==> config.mk <==
export PLATFORM = sky130hd
export DESIGN_NAME = rdba_mac
export DESIGN_NICKNAME = d
export VERILOG_FILES = /design/src/rdba_pkg.sv /design/src/rdba_mac.sv
export SDC_FILE = /design/constraint.sdc
export NUM_CORES = 2
export LEC_CHECK = 0
export BUFFER_PORTS_ARGS = -buffer_cell sky130_fd_sc_hd__buf_2
export CORE_ASPECT_RATIO = 2
export CORE_MARGIN = 10
export CORE_UTILIZATION = 51
export CTS_BUF_LIST = sky130_fd_sc_hd__clkbuf_4
export DETAILED_ROUTE_END_ITERATION = 8
export PLACE_DENSITY = 0.7
export SLEW_MARGIN = 20
export SYNTH_ARGS = -nofsm -noshare
export SYNTH_HDL_FRONTEND = slang
export SYNTH_SLANG_ARGS = --single-unit
==> constraint.sdc <==
create_clock -name clk_i -period 7 [get_ports clk_i]
set_input_delay 0 -clock clk_i [delete_from_list [all_inputs] [get_ports clk_i]]
set_output_delay 0 -clock clk_i [all_outputs]
set_load 0.1 [all_outputs]
==> src/rdba_pkg.sv <==
package rdba_pkg;

  localparam int REQ_W      = 2;
  localparam int PT_W       = 12;
  localparam int SAMPLE_W   = 16;
  localparam int SLOT_W     = 2;
  localparam int ACC_W      = 40;
  localparam int TW_W       = 17;
  localparam int ROM_W      = 16;
  localparam int PHASE_W    = 32;
  localparam int ACT_W      = 3;
  localparam int PPS_W      = 13;
  localparam int CNT_W      = 12;
  localparam int NUM_STEPS  = 4;
  localparam int CFG_IDX_W  = 3;
  localparam int CFG_DATA_W = 32;

  localparam logic [REQ_W-1:0] REQ_ACCUM = 2'd0;
  localparam logic [REQ_W-1:0] REQ_READ  = 2'd1;
  localparam logic [REQ_W-1:0] REQ_CLEAR = 2'd2;

  localparam logic [CFG_IDX_W-1:0] CFG_ACTIVE_FREQS    = 3'd0;
  localparam logic [CFG_IDX_W-1:0] CFG_POINTS_PER_STEP = 3'd1;
  localparam logic [CFG_IDX_W-1:0] CFG_PHASE_STEP_0    = 3'd2;
  localparam logic [CFG_IDX_W-1:0] CFG_PHASE_STEP_1    = 3'd3;
  localparam logic [CFG_IDX_W-1:0] CFG_PHASE_STEP_2    = 3'd4;
  localparam logic [CFG_IDX_W-1:0] CFG_PHASE_STEP_3    = 3'd5;

  localparam logic [ACT_W-1:0] ACT_RESET = 3'd1;
  localparam logic [PPS_W-1:0] PPS_MAX   = 13'd4096;
  localparam logic [PPS_W-1:0] PPS_RESET = 13'd4096;

  localparam logic signed [ACC_W-1:0] ACC_MAX = {1'b0, {(ACC_W-1){1'b1}}};
  localparam logic signed [ACC_W-1:0] ACC_MIN = {1'b1, {(ACC_W-1){1'b0}}};

  localparam longint unsigned HALF_PI_Q30 = 64'd1686629713;

  typedef struct packed {
    logic signed [TW_W-1:0] cos_tw;
    logic signed [TW_W-1:0] nsin_tw;
  } tw_t;

  typedef struct packed {
    logic signed [ACC_W-1:0] im;
    logic signed [ACC_W-1:0] re;
  } acc_pair_t;

endpackage

==> src/rdba_mac.sv <==
module rdba_mac import rdba_pkg::*; (
  input  logic                       clk_i,
  input  logic signed [SAMPLE_W-1:0] sample_i,
  input  tw_t                        tw_i,
  input  acc_pair_t                  acc_i,
  output acc_pair_t                  acc_o
);

  localparam int PROD_W = SAMPLE_W + TW_W;

  logic signed [PROD_W-1:0] prod_re_d, prod_re_q;
  logic signed [PROD_W-1:0] prod_im_d, prod_im_q;

  function automatic logic signed [ACC_W-1:0] sat_add(
    input logic signed [ACC_W-1:0]  a,
    input logic signed [PROD_W-1:0] p
  );
    logic signed [ACC_W:0] s;
    s = {a[ACC_W-1], a} + (ACC_W+1)'(p);
    if (s[ACC_W] != s[ACC_W-1]) begin
      return s[ACC_W] ? ACC_MIN : ACC_MAX;
    end
    return s[ACC_W-1:0];
  endfunction

  assign prod_re_d = PROD_W'(sample_i) * PROD_W'($signed(tw_i.cos_tw));
  assign prod_im_d = PROD_W'(sample_i) * PROD_W'($signed(tw_i.nsin_tw));

  always_ff @(posedge clk_i) begin
    prod_re_q <= prod_re_d;
    prod_im_q <= prod_im_d;
  end

  assign acc_o.re = sat_add(acc_i.re, prod_re_q);
  assign acc_o.im = sat_add(acc_i.im, prod_im_q);

endmodule

Word-level counts from Yosys, hierarchy flattened
Cells that the tools add are included.
{"block": "totals", "regBits": 66, "output_inout_bits": 80, "word_cells": 16}
{"block": "op_classes", "addsub": 2, "mul": 2, "n_eq_ne": 2, "n_mux": 8}
{"operator": "40-bit two-way mux", "n": 6}
{"operator": "40-bit by 33-bit adder with 41-bit output", "n": 2}
{"operator": "16-bit by 17-bit multiplier with 33-bit output", "n": 2}
{"operator": "1-bit two-way mux", "n": 2}
{"operator": "1-bit != test", "n": 2}

Logic depth before layout (Yosys ltp)
{"block": "logic_depth", "ltp_word": 4, "depth_mapped": 25, "mapped_depth_nobuf": 23}

Least setup slack after synthesis
No wires, ideal clock.
{"block": "synth_path", "path_kind": "input-to-reg", "from": "input tw_i[33] in the netlist's numbering", "to": "register prod_re_q[31]", "arrival_time_ns": 5.515, "setup_slack_ns": 1.362, "stages": 22, "cell_sequence": "clkbuf_1 nand2_1 inv_1 fa_1 fa_1 fa_1 fa_1 fa_1 inv_1 fa_1 inv_1 ha_1 a21o_1 a21o_1 a21oi_1 o21ai_0 a32o_1 nor4_1 nor3_1 a211oi_1 a21oi_1 xor2_1"}
{"block": "synth_between", "elab_chain_cells": 1}
{"element": "start, declared", "line": "rdba_mac.sv:4", "text": "input tw_t tw_i,"}
{"element": "16-bit by 17-bit multiplier with 33-bit output", "line": "rdba_mac.sv:26", "text": "assign prod_re_d = PROD_W'(sample_i) * PROD_W'($signed(tw_i.cos_tw));"}
{"element": "net prod_re_d[31]", "line": "rdba_mac.sv:11", "text": "logic signed [PROD_W-1:0] prod_re_d, prod_re_q;"}
{"element": "end signal, assigned", "line": "rdba_mac.sv:30", "text": "prod_re_q <= prod_re_d;"}
{"element": "end, declared", "line": "rdba_mac.sv:11"}
The timed path passes the listed nets, and every way through them passes these cells.

Final worst setup path
{"block": "layout_path", "from": "input sample_i[2]", "to": "register prod_im_q[31]"}
{"block": "layout_between", "elab_chain_cells": 1}
{"element": "start, declared", "line": "rdba_mac.sv:3", "text": "input logic signed [SAMPLE_W-1:0] sample_i,"}
{"element": "16-bit by 17-bit multiplier with 33-bit output", "line": "rdba_mac.sv:27", "text": "assign prod_im_d = PROD_W'(sample_i) * PROD_W'($signed(tw_i.nsin_tw));"}
{"element": "net prod_im_d[31]", "line": "rdba_mac.sv:12", "text": "logic signed [PROD_W-1:0] prod_im_d, prod_im_q;"}
{"element": "end signal, assigned", "line": "rdba_mac.sv:31", "text": "prod_im_q <= prod_im_d;"}
{"element": "end, declared", "line": "rdba_mac.sv:12"}
The timed path passes the listed nets, and every way through them passes these cells.

==> impl_metrics.py <==
metrics = {
    "drt": {
        "wl_um": 71500,
        "drtAntennaViolNets": 0,
        "route.detailed.drc": 0,
        "drtIter0Drc": 972,
        "viasPerCell": 5.52,
        "vias": 21100,
        "first_pass_iters": 7,
        "drt-wirelength-per-cell_um": 18.7,
    },
    "timing": {
        "setup_violations": 0,
        "slew_headroom": 0.364,
        "worst_pin_slew_ns": 0.951,
        "tns_ns": 0,
        "fin_crit_ns": 5.90,
        "hold_violations": 0,
        "fmax_mhz": 169,
        "drv_slew": 0,
        "rsz0062_at_grt": "false",
        "period_share": 0.843,
    },
    "floorplan": {
        "die_h_um": 344,
        "start_util": 0.515,
        "core_area_mm2": 0.0518,
        "die_area_mm2": 0.0624,
        "ios": 211,
        "die_width_um": 182,
        "rows": 118,
    },
    "clocking": {
        "postCtsSetupRepairBufs": 0,
        "cts_tree": "yes",
        "cts_made_buffers": 9,
        "root_buffer": "clkbuf_4",
        "clk_pin_slew_worst_paths_ns": 0.13,
        "cts_hold_buffers": 2,
        "clock_path_buffers": 2,
        "htree_num_levels": 3,
        "clock_sinks": 66,
        "ctsResizeCount": 0,
    },
    "setup_path": {
        "worstPathMaxFanout": 34,
        "crit_path_frequent_cell": "fa_1",
        "crit_start": "sample_i[2]",
        "end_kind": "register",
        "slowest_stage": "fa_1",
        "start_kind": "input pin",
        "cp.arrival_ns": 6.35,
        "crit_chain": "buf_2 > nand2_1 > inv_1 > fa_1 > fa_1 > fa_1 > fa_1 > fa_1 > inv_1 > fa_1 > inv_1 > ha_1 > nand2_1 > nor3_1 > nand3_1 > a211o_1 > nand3_1 > o21ai_0 > o21bai_1 > a21oi_1 > xnor2_1",
        "crit_type": "in -> reg",
        "crit_required_ns": 7.45,
        "critPathMaxStageDelay_ns": 0.91,
    },
    "yosys": {
        "synthesis.area_mm2": 0.0267,
        "ys_seq_area_frac": 0.0495,
        "synth-seq-cells": 66,
        "synthDistinctLibCells": 86,
        "synth_ff_type": "dfxtp_1",
        "synth_common_cells": "inv_1, fa_1, nand2_1",
        "syn_area_per_cell_um2": 8.79,
        "yosysMostFrequentCell": "inv_1",
        "ys.warnings.count": 0,
        "synth-edff-count": 0,
        "synth_nets": 3971,
        "async_reset_ff_frac": 0,
        "synthTopCellsByArea": "fa_1, ha_1, inv_1, and2_1, dfxtp_1",
        "syn_inst": 3038,
        "yosys.area.top_type": "fa_1",
        "synth_top_area_share": 0.415,
    },
    "hold_path": {
        "hp-start": "sample_i[0]",
        "hold_path_class": "in -> reg",
    },
    "grt": {
        "grt_pass1_wl_um": 117000,
        "gr-usage-all-layers": 0.233,
        "grt_antenna_before_repair": 5,
        "grt_pass1_vias": 23600,
        "gr-total-overflow": 0,
        "grt_max_degree": 35,
    },
    "finish": {
        "drive_above_1_share": 0.0846,
        "layout.nets": 4086,
        "multi_input_area_mm2": 0.0225,
        "layout.area.seq_mm2": 0.00132,
        "final_util": 0.547,
        "syn2layout_area_growth_pct": 6.18,
        "n_fill_cell": 4782,
    },
    "placement": {
        "port_buffers": 210,
        "place_congestion": 0.931,
        "dpl.hpwl_um": 60800,
    },
    "job": {
        "cap_violations": 0,
    },
    "run_status": {
        "status": "completed",
    },
}
[layout make-up]
type	count	area share
clock buffers	9	0.00238
inverters	636	0.0842
diodes	3	0.000265
clock inverters	6	0.00406
multi-input cells	2222	0.794
flip-flops and latches	66	0.0466
repair buffers	218	0.0394
well taps	660	0.0291
[metrics by stage]
step	std cells	area [um^2]	hold slack, ns	worst slack, ns
after floorplan	3038	26700	0.127	1.36
after global placement	3800	28100	0.456	0.711
after detailed placement	3800	28100	0.449	0.576
after CTS	3817	28300	0.00179	1.15
after global routing	3819	28300	0.0681	0.793
final	3820	28300	0.0573	1.10
[worst max-delay path: cells and delay by family]
family | cells | cell delay, ns
compound gates | 4 | 0.67
simple gates | 5 | 0.89
xor+xnor | 1 | 0.12
fa+ha+maj | 7 | 3.83
buf+inv | 4 | 0.81
[layer usage]
layer | routed length [um] | share of wire | vias up | GRT usage
met5 | 41 | 0.00057 | - | 0
met4 | 4630 | 0.065 | 6 | 0.143
met3 | 3580 | 0.050 | 230 | 0.0289
met2 | 37600 | 0.53 | 689 | 0.426
met1 | 25600 | 0.36 | 10600 | 0.250
li1 | - | - | 9594 | -
[path summary, 6_finish.rpt]
| path | end | slack [ns] | cells after the start |
|---|---|---|---|
| hold / removal | prod_im_q[0] | 0.06 | 2 |
| setup / recovery | prod_im_q[31] | 1.10 | 21 |
[cell usage in the layout, fill, tap and decap left out, types with 15 or more instances in the layout]
cell      netlist  layout
xor2_1         35      35
dfxtp_1        66      66
o21a_1         17      17
and2_1        269     269
nor3_1         25      25
a211oi_1       18      18
xnor2_1       101     101
nand2_1       320     320
fa_1          554     554
nor2_1        117     117
buf_2          11     210
a21o_1         43      43
inv_1         635     635
nand2b_1       20      20
nand4_1        15      15
a21oi_1       166     166
ha_1          248     248
o21bai_1       23      23
o21ai_0        78      78
nand3_1        18      18
[cell families (layout without fill, tap and decap cells)]
group / count (synthesis) / count (layout) / share of synthesized area
AO/OA/AOI/OAI: 432 / 432 / 0.106
flip-flops: 66 / 66 / 0.0495
AND/OR/NAND/NOR: 836 / 836 / 0.155
buffers and inverters: 750 / 869 / 0.107
multiplexers: 2 / 2 / 0.000750
XOR/XNOR: 137 / 137 / 0.0452
other: 0 / 3 / 0
adder cells (fa/ha/maj): 815 / 815 / 0.537
[sequential cells by signal, summed over array words and instances (netlist names)]
| register | flops |
|---|---|
| prod_im_q | 33 |
| prod_re_q | 33 |
Power is left out: the tool's default activity adds up to more than one toggle a clock period on the data nets, which glitch-free logic cannot reach.
